**src/hw/rtl/lpp_pkg.sv**
```systemverilog
// Shared types and constants for the lidar packet parser.
// No dependencies; every other file imports this package.
package lpp_pkg;

    localparam int unsigned ByteW     = 8;
    localparam int unsigned AngleW    = 9;
    localparam int unsigned DistW     = 14;
    localparam int unsigned QualW     = 16;
    localparam int unsigned SpeedW    = 16;
    localparam int unsigned IndexW    = 7;
    localparam int unsigned DistHighW = DistW - ByteW;

    localparam logic [ByteW-1:0] StartByte = 8'd250;
    localparam logic [ByteW-1:0] IndexLow  = 8'd160;
    localparam logic [ByteW-1:0] IndexHigh = 8'd249;

    // Byte position inside one four-byte reading.
    localparam logic [1:0] PosDistLo = 2'd0;
    localparam logic [1:0] PosDistHi = 2'd1;
    localparam logic [1:0] PosQualLo = 2'd2;
    localparam logic [1:0] PosQualHi = 2'd3;

    // Reading byte counter: two bits of slot, two bits of position.
    localparam logic [3:0] LastReadByte = 4'd15;
    localparam logic [1:0] LastSlot     = 2'd3;

    typedef enum logic [2:0] {
        ST_HUNT,
        ST_INDEX,
        ST_SPEED_LO,
        ST_SPEED_HI,
        ST_READING
    } t_state;

    typedef struct packed {
        logic [AngleW-1:0] angle;
        logic [DistW-1:0]  distance;
        logic [QualW-1:0]  quality;
        logic [SpeedW-1:0] speed_raw;
        logic              last_of_packet;
    } t_result;

endpackage

```
**src/hw/rtl/lpp_byte_if.sv**
```systemverilog
// Byte stream channel: valid/ready handshake carrying one received byte.
// Depends on lpp_pkg.
interface lpp_byte_if
    import lpp_pkg::*;
();
    logic             valid;
    logic             ready;
    logic [ByteW-1:0] rx_byte;

    modport source (output valid, output rx_byte, input ready);
    modport sink   (input valid, input rx_byte, output ready);
endinterface

```
**src/hw/rtl/lpp_result_if.sv**
```systemverilog
// Result channel: valid/ready handshake carrying one decoded reading.
// Depends on lpp_pkg.
interface lpp_result_if
    import lpp_pkg::*;
();
    logic              valid;
    logic              ready;
    logic [AngleW-1:0] angle;
    logic [DistW-1:0]  distance;
    logic [QualW-1:0]  quality;
    logic [SpeedW-1:0] speed_raw;
    logic              last_of_packet;

    modport source (output valid, output angle, output distance, output quality,
                    output speed_raw, output last_of_packet, input ready);
    modport sink   (input valid, input angle, input distance, input quality,
                    input speed_raw, input last_of_packet, output ready);
endinterface

```
**src/hw/rtl/lidar_packet_parser.sv**
```systemverilog
// Top level of the lidar packet parser: input register, framing core, result register.
// Depends on lpp_pkg, lpp_byte_if, lpp_result_if and lpp_parse_core.
// o_res.valid rises when a reading's last byte steps from input to result register.
// Throughput: one byte per cycle, sustained, while o_res keeps up; the phase
//   update and field capture of each byte fit between the input and result registers.
// Reset (synchronous, active low): both stages empty, parser hunting for a start byte.
module lidar_packet_parser
    import lpp_pkg::*;
(
    input  logic             i_clk,
    input  logic             i_rst_n,
    lpp_byte_if.sink         i_rx,
    lpp_result_if.source     o_res
);

    // Input stage: hold one accepted beat until the core steps on it.
    logic             r_in_valid;
    logic [ByteW-1:0] r_in_byte;

    // Result stage: hold one reading until the sink takes it.
    logic             r_out_valid;
    t_result          r_out;

    logic             out_free;
    logic             step;
    logic             core_valid;
    t_result          core_res;

    // The result register can load when empty or when its beat leaves this cycle.
    assign out_free  = !r_out_valid || o_res.ready;
    // Advance the core whenever a byte waits and any result it makes has room.
    assign step      = r_in_valid && out_free;
    assign i_rx.ready = !r_in_valid || out_free;

    always_ff @(posedge i_clk) begin
        if (!i_rst_n) begin
            r_in_valid <= 1'b0;
        end else if (i_rx.ready) begin
            r_in_valid <= i_rx.valid;
        end
    end

    always_ff @(posedge i_clk) begin
        if (i_rx.ready && i_rx.valid) begin
            r_in_byte <= i_rx.rx_byte;
        end
    end

    lpp_parse_core u_core (
        .i_clk       (i_clk),
        .i_rst_n     (i_rst_n),
        .i_step      (step),
        .i_byte      (r_in_byte),
        .o_res_valid (core_valid),
        .o_res       (core_res)
    );

    // Load a new reading or drop the delivered one.
    always_ff @(posedge i_clk) begin
        if (!i_rst_n) begin
            r_out_valid <= 1'b0;
        end else if (out_free) begin
            r_out_valid <= step && core_valid;
        end
    end

    always_ff @(posedge i_clk) begin
        if (step && core_valid) begin
            r_out <= core_res;
        end
    end

    assign o_res.valid          = r_out_valid;
    assign o_res.angle          = r_out.angle;
    assign o_res.distance       = r_out.distance;
    assign o_res.quality        = r_out.quality;
    assign o_res.speed_raw      = r_out.speed_raw;
    assign o_res.last_of_packet = r_out.last_of_packet;

endmodule

```
**src/hw/rtl/lpp_parse_core.sv**
```systemverilog
// Packet framing state machine and field capture for the lidar parser.
// Depends on lpp_pkg.
module lpp_parse_core
    import lpp_pkg::*;
(
    input  logic             i_clk,
    input  logic             i_rst_n,
    input  logic             i_step,
    input  logic [ByteW-1:0] i_byte,
    output logic             o_res_valid,
    output t_result          o_res
);

    t_state                r_state, n_state;
    logic [3:0]            r_cnt, n_cnt;
    logic [IndexW-1:0]     r_index;
    logic [SpeedW-1:0]     r_speed;
    logic [ByteW-1:0]      r_dist_lo;
    logic [DistHighW-1:0]  r_dist_hi;
    logic [ByteW-1:0]      r_qual_lo;
    logic                  index_ok;
    logic [IndexW-1:0]     index_off;
    logic [1:0]            pos;
    logic [1:0]            slot;

    assign index_ok  = (i_byte >= IndexLow) && (i_byte <= IndexHigh);
    assign index_off = IndexW'(i_byte - IndexLow);
    assign pos       = r_cnt[1:0];
    assign slot      = r_cnt[3:2];

    always_comb begin
        n_state     = r_state;
        n_cnt       = r_cnt;
        o_res_valid = 1'b0;
        unique case (r_state)
            ST_HUNT: begin
                if (i_byte == StartByte) n_state = ST_INDEX;
            end
            ST_INDEX: begin
                if (index_ok) begin
                    n_state = ST_SPEED_LO;
                end else if (i_byte != StartByte) begin
                    n_state = ST_HUNT;
                end
            end
            ST_SPEED_LO: n_state = ST_SPEED_HI;
            ST_SPEED_HI: begin
                n_state = ST_READING;
                n_cnt   = '0;
            end
            ST_READING: begin
                n_cnt       = r_cnt + 4'd1;
                o_res_valid = (pos == PosQualHi);
                if (r_cnt == LastReadByte) n_state = ST_HUNT;
            end
            default: n_state = ST_HUNT;
        endcase
    end

    always_comb begin
        o_res.angle          = {r_index, 2'b00} + {{(AngleW-2){1'b0}}, slot};
        o_res.distance       = {r_dist_hi, r_dist_lo};
        o_res.quality        = {i_byte, r_qual_lo};
        o_res.speed_raw      = r_speed;
        o_res.last_of_packet = (slot == LastSlot);
    end

    always_ff @(posedge i_clk) begin
        if (!i_rst_n) begin
            r_state <= ST_HUNT;
            r_cnt   <= '0;
        end else if (i_step) begin
            r_state <= n_state;
            r_cnt   <= n_cnt;
        end
    end

    // Field capture; every field is written before a reading uses it.
    always_ff @(posedge i_clk) begin
        if (i_step) begin
            case (r_state)
                ST_INDEX: begin
                    if (index_ok) r_index <= index_off;
                end
                ST_SPEED_LO: r_speed[ByteW-1:0]      <= i_byte;
                ST_SPEED_HI: r_speed[SpeedW-1:ByteW] <= i_byte;
                ST_READING: begin
                    case (pos)
                        PosDistLo: r_dist_lo <= i_byte;
                        PosDistHi: r_dist_hi <= i_byte[DistHighW-1:0];
                        PosQualLo: r_qual_lo <= i_byte;
                        default: ;
                    endcase
                end
                default: ;
            endcase
        end
    end

endmodule

```
**src/flat_wrapper.sv**
```systemverilog
// flat-port wrapper written by rule: the top's interface ports become plain ports
module lidar_packet_parser_flat import lpp_pkg::*;
  (i_clk, i_rst_n, i_rx_valid, i_rx_rx_byte, i_rx_ready, o_res_valid, o_res_angle, o_res_distance, o_res_quality, o_res_speed_raw, o_res_last_of_packet, o_res_ready);
  lpp_byte_if i_rx_i ();
  lpp_result_if o_res_i ();
  input  logic i_clk;
  input  logic i_rst_n;
  input wire logic [$bits(i_rx_i.valid)-1:0] i_rx_valid;
  input wire logic [$bits(i_rx_i.rx_byte)-1:0] i_rx_rx_byte;
  output wire logic [$bits(i_rx_i.ready)-1:0] i_rx_ready;
  output wire logic [$bits(o_res_i.valid)-1:0] o_res_valid;
  output wire logic [$bits(o_res_i.angle)-1:0] o_res_angle;
  output wire logic [$bits(o_res_i.distance)-1:0] o_res_distance;
  output wire logic [$bits(o_res_i.quality)-1:0] o_res_quality;
  output wire logic [$bits(o_res_i.speed_raw)-1:0] o_res_speed_raw;
  output wire logic [$bits(o_res_i.last_of_packet)-1:0] o_res_last_of_packet;
  input wire logic [$bits(o_res_i.ready)-1:0] o_res_ready;
  assign i_rx_i.valid = i_rx_valid;
  assign i_rx_i.rx_byte = i_rx_rx_byte;
  assign i_rx_ready = i_rx_i.ready;
  assign o_res_valid = o_res_i.valid;
  assign o_res_angle = o_res_i.angle;
  assign o_res_distance = o_res_i.distance;
  assign o_res_quality = o_res_i.quality;
  assign o_res_speed_raw = o_res_i.speed_raw;
  assign o_res_last_of_packet = o_res_i.last_of_packet;
  assign o_res_i.ready = o_res_ready;
  lidar_packet_parser u_core (.i_clk(i_clk), .i_rst_n(i_rst_n), .i_rx(i_rx_i), .o_res(o_res_i));
endmodule
```
**config.mk**
```make
export PLATFORM = sky130hd
export DESIGN_NAME = lidar_packet_parser_flat
export DESIGN_NICKNAME = d
export VERILOG_FILES = /design/src/hw/rtl/lpp_pkg.sv /design/src/hw/rtl/lpp_byte_if.sv /design/src/hw/rtl/lpp_result_if.sv /design/src/hw/rtl/lidar_packet_parser.sv /design/src/hw/rtl/lpp_parse_core.sv /design/src/flat_wrapper.sv
export SDC_FILE = /design/constraint.sdc
export NUM_CORES = 1
export LEC_CHECK = 0
export ABC_CLOCK_PERIOD_IN_PS = 2600
export BUFFER_PORTS_ARGS = -buffer_cell sky130_fd_sc_hd__buf_4
export CORE_UTILIZATION = 54
export DETAILED_ROUTE_END_ITERATION = 8
export HOLD_SLACK_MARGIN = 0.03
export PLACE_DENSITY = 0.78
export SYNTH_ARGS = -nofsm -noshare
export SYNTH_HDL_FRONTEND = slang
export SYNTH_SLANG_ARGS = --single-unit
```
**constraint.sdc**
```tcl
create_clock -name i_clk -period 2.6 [get_ports i_clk]
set_clock_uncertainty 0.1 [all_clocks]
set_input_delay 0.13 -clock i_clk [delete_from_list [all_inputs] [get_ports i_clk]]
set_output_delay 0.13 -clock i_clk [all_outputs]
set_load 0.05 [all_outputs]
```
# [Word-level counts from Yosys, hierarchy flattened]
# Cells that the tools add are included.
[totals] ff_bits=118 input_bits=12 output_inout_bits=58 elab_cells=61
[op_classes] n_addsub=3 magnitude_cmp=2 n_eq_ne=14 muxes=7 reduce_logical=19
[ops] cell="$pmux W3 S5" count=1
[ops] cell="$mux W3" count=4
[ops] cell="$reduce_and A3 Y1" count=4
[ops] cell="$add A9 B2 Y9" count=1
[ops] cell="$eq A8 B8 Y1 const B" count=1
[ops] cell="$ge A8 B8 Y1 const B" count=1
[ops] cell="$le A8 B8 Y1 const B" count=1
[ops] cell="$ne A8 B8 Y1 const B" count=1
[ops] cell="$pmux W4 S2" count=1
[ops] cell="$sub A7 B6 Y7 const B" count=1
[ops] cell="$eq A2 B2 Y1 const B" count=3
[ops] cell="$eq A3 B2 Y1 const B" count=2
[ops] cell="$reduce_and A2 Y1" count=3
[ops] cell="$add A4 B1 Y4 const B" count=1
[ops] cell="$eq A4 B4 Y1 const B" count=1
[ops] cell="$logic_and A1 B1 Y1" count=4
[ops] cell="$ne A2 B2 Y1 const B" count=2
[ops] cell="$reduce_and A4 Y1" count=1
[ops] cell="$eq A3 B1 Y1 const B" count=1
[ops] cell="$eq A3 B3 Y1 const B" count=1
[ops] cell="$logic_not A3 Y1" count=1
[ops] cell="$ne A3 B3 Y1 const B" count=1
[ops] cell="$eq A2 B1 Y1 const B" count=1
[ops] cell="$logic_not A1 Y1" count=2
[ops] cell="4 further kinds" count=5

# [Longest topological paths before layout]
[depth] word_depth=4 depth_mapped=4

# [Hierarchy]
# Synthesis repeated with hierarchy kept, for this count alone.
[hier_totals] hier_cells=192 hier_area_um2=3955.0
[modules_own_cells] mod="lidar_packet_parser" instances=1 cells_each=77 area_each_um2=2034.5 seq_area_each_um2=1961.9
[modules_own_cells] mod="lpp_parse_core" instances=1 cells_each=115 area_each_um2=1920.6 seq_area_each_um2=1491.4

# [Least setup slack after synthesis]
# OpenSTA, ideal clock, no wires.
[synth_timing] kind="register -> register" startpoint="reg u_core.r_out_valid (netlist: u_core.o_res.valid)" endpoint="reg u_core.r_in_byte[0], enable pin" setup_time_ns=0.277 t_arrival_ns=1.594 required_time_ns=2.223 setup_slack_ns=0.629 path_stages_with_launch=4 path_buffers=0 synth_period_minus_slack_ns=1.971 path_cell_list="dfxtp_1 nor2b_1 nand2_1 and2_1"
[synth_via] elab_chain_cells=4
[synth_rtl] item="start: declaration" line="lidar_packet_parser.sv:21" source="logic r_out_valid;"
[synth_rtl] item="start signal: assignment" line="lidar_packet_parser.sv:63" source="r_out_valid <= step && core_valid;"
[synth_rtl] item="$logic_not A1 Y1" line="lidar_packet_parser.sv:30" source="assign out_free = !r_out_valid || o_res.ready;"
[synth_rtl] item="$logic_or A1 B1 Y1" line="lidar_packet_parser.sv:30"
[synth_rtl] item="$logic_or A1 B1 Y1" line="lidar_packet_parser.sv:33" source="assign i_rx.ready = !r_in_valid || out_free;"
[synth_rtl] item="named net i_rx_ready" line="flat_wrapper.sv:10" source="output wire logic [$bits(i_rx_i.ready)-1:0] i_rx_ready;"
[synth_rtl] item="$logic_and A1 B1 Y1" line="lidar_packet_parser.sv:44" source="if (i_rx.ready && i_rx.valid) begin"
[synth_rtl] item="end signal: assignment" line="lidar_packet_parser.sv:45" source="r_in_byte <= i_rx.rx_byte;"
[synth_rtl] item="end: declaration" line="lidar_packet_parser.sv:18" source="logic [ByteW-1:0] r_in_byte;"
# The timed path passes the listed nets, and every way through them passes these cells.
# A chain may end at the register's enable or synchronous reset.

# [Final worst setup path]
[layout_timing] startpoint="reg u_core.u_core.r_state[2]" endpoint="reg u_core.r_out_valid (netlist: u_core.o_res.valid)"
[layout_via] elab_chain_cells=3
[layout_rtl] item="start: declaration" line="lpp_parse_core.sv:14" source="t_state r_state, n_state;"
[layout_rtl] item="start signal: assignment" line="lpp_parse_core.sv:73" source="r_state <= n_state;"
[layout_rtl] item="$eq A3 B3 Y1" line="lpp_parse_core.sv:35" source="unique case (r_state)"
[layout_rtl] item="$mux W1" line="lpp_parse_core.sv:35"
[layout_rtl] item="$logic_and A1 B1 Y1" line="lidar_packet_parser.sv:63"
# Every way passes these cells.

==> results.json <==
{
  "status": "finished, final reports clean",
  "cap_violations": 0,
  "postCtsSetupBuffers": 0,
  "cp-start-kind": "flop",
  "htree_num_levels": 4,
  "wl_um": 6614,
  "worstPathArrival_ns": 2.55,
  "power.density_mw_per_mm2": 832.7,
  "relSlewSlack": 0.6902,
  "drt_first_iter_violations": 145,
  "fin_crit_sh": 0.8434,
  "placementRows": 30,
  "path_max_fanout": 22,
  "drive_gt1_frac": 0.3649,
  "grt_overflow": 0,
  "synth_fp_nets": 196,
  "die_h_um": 86.47,
  "cts.path.max_buffers": 2,
  "syn_inst": 180,
  "slew_violations": 0,
  "grt_pass1_vias": 1850,
  "grt_max_degree": 37,
  "finalSetupTns_ns": 0,
  "synth-seq-area-share": 0.8964,
  "crit_start": "u_core.u_core.r_state[2]",
  "area_growth_pct": 35.47,
  "layout_min_cycle_time_ns": 2.193,
  "cts.repair.resized": 0,
  "yosysUniqueCellTypes": 31,
  "syn_area_per_cell_sq_um": 21.40,
  "rsz0062_at_grt": "false",
  "hold_slack_ns": 0.06760,
  "max_freq_mhz": 456.0,
  "synth_area_sq_mm": 0.003852,
  "setup_violations": 0,
  "fp.dieArea_sq_mm": 0.007476,
  "synth_top_area_share": 0.8496,
  "antenna_found_initial": 0,
  "dpl_cell_area_sq_mm": 0.004522,
  "worstMarginPinSlew_ns": 0.4641,
  "start_util": 0.5639,
  "ios": 70,
  "irDropWorstVdd_v": 0.0005337,
  "crit_required_ns": 2.95,
  "die_w_um": 86.47,
  "endpoint_kind": "flop",
  "design_area_sq_mm": 0.005219,
  "vias_per_cell": 4.964,
  "track_usage": 0.1972,
  "hold_buffers": 13,
  "final_common_cell": "edfxtp_1",
  "clkSinkCount": 118,
  "p_leak_nw": 1.910,
  "synth_seq_cells": 118,
  "synth_area_leaders": "edfxtp_1 (85%), dfxtp_1 (4.7%), ha_1 (1.3%), nor2_1 (0.88%), and2_1 (0.81%)",
  "worstSetupPathType": "reg -> reg",
  "rr_startpoint": "u_core.u_core.r_state[2]",
  "cts_tree": "built",
  "hp-start": "o_res_ready",
  "cts_buffers": 17,
  "core_sq_mm": 0.006832,
  "ys_warn_count": 0,
  "hpwlAfterDp_um": 3826,
  "yosysTopAreaCell": "edfxtp_1",
  "n_antenna_cell": 0,
  "drc": 0,
  "ant_nets": 0,
  "clockRootBuffer": "clkbuf_8",
  "drtPass1Iterations": 5,
  "nNetsFinal": 299,
  "path_clk_slew_ns": 0.06,
  "report.final.hold_viol_count": 0,
  "place.gp.congestion": 0.7823,
  "hold_path_class": "in -> reg",
  "grt_pass1_wl_um": 9846,
  "worstSkewPairLatency_ns": 0.51,
  "final_cell_mix": "edfxtp_1 (109), buf_4 (71), clkbuf_16 (16)",
  "num_vias": 1946,
  "port_buffers": 69,
  "wl_per_cell_um": 16.87
}
logic make-up (layout without fill, tap and decap cells):
group                      after synthesis  in the layout  share of synthesized area
and+or+nand+nor                         35             35                    0.05424
buffers and inverters                    6            122                   0.005846
DFF                                    118            118                     0.8964
AOI/OAI and AO/OA                       14             14                    0.02371
adders and majority gates                4              4                    0.01299
xor gates and xnor gates                 3              3                   0.006822
power by group:
group / switching [mW] / total, mW / internal [mW]
registers: 0.0269 / 2.11 / 2.08
clock network: 0.832 / 2.20 / 1.36
logic: 0.0161 / 0.0434 / 0.0273
total: 0.875 / 4.35 / 3.47
through the flow:
stage,total power [mW],utilization,setup WS [ns],std cells
finish,4.345,0.7639,0.4071,392
global placement,2.168,0.6619,0.6773,347
CTS,4.362,0.7639,0.4223,392
floorplan,2.144,-,0.6286,180
global route,4.461,0.7639,0.3087,392
detailed placement,2.172,0.6619,0.6023,347
worst max-delay path, cell delays in order, from the launching register on:
cell,delay (ns)
dfxtp_1,0.42
nor3b_2,0.30
and3_4,0.27
and2_4,0.36
o21a_1,0.15
dlygate4sd3_1,0.53
layer usage:
metal / share of wire / vias up / track usage
li1: - / 904 / -
met1: 0.38 / 939 / 0.2242
met3: 0.061 / 12 / 0.06762
met2: 0.54 / 91 / 0.3312
met4: 0.018 / 0 / 0.1045
met5: 0 / - / 0
synth_stat cells, drive strengths merged:
cell and n:
a211oi 1, a21boi 2, a21oi 2, and2 7, and3 2, and3b 1
clkbuf 1, dfxtp 9, edfxtp 109, ha 4, inv 5, nand2 5
nand2b 1, nand3 2, nand4 2, nor2 9, nor2b 2, nor3 1
nor3b 1, nor4b 1, o2111ai 2, o21a 1, o21ai 5, o31a 1
or3 1, xnor2 1, xor2 2
area by class of cell:
class                           count  area, sq um
Clock buffer                       17        414.1
Clock inverter                     15        152.6
Fill cell                         385         1613
Inverter                            5        18.77
Multi-Input combinational cell     56        376.6
Sequential cell                   118         3453
Tap cell                           96        120.1
Timing Repair Buffer               85        683.2
registers in the layout, summed over array words and instances (netlist names):
register	cells
u_core.u_core.r_qual_lo	8
u_core.u_core.r_dist_hi	6
u_core.u_core.r_state	3
u_core.o_res.angle	9
u_core.r_in_byte	8
u_core.u_core.r_speed	16
u_core.u_core.r_index	7
u_core.o_res.distance	14
u_core.o_res.valid	1
u_core.o_res.speed_raw	16
u_core.o_res.quality	16
u_core.o_res.last_of_packet	1
u_core.u_core.r_cnt	4
u_core.u_core.r_dist_lo	8
u_core.r_in_valid	1
final timing paths:
kind / end / slack (ns) / cells past startpoint
max: u_core.o_res.valid / 0.41 / 5
min: u_core.u_core.r_state[2] / 0.07 / 4
max reg2reg: u_core.o_res.valid / 0.41 / 5
min reg2reg: u_core.o_res.speed_raw[10] / 0.32 / 0
Note: power is estimated with default switching activity, not from simulation.
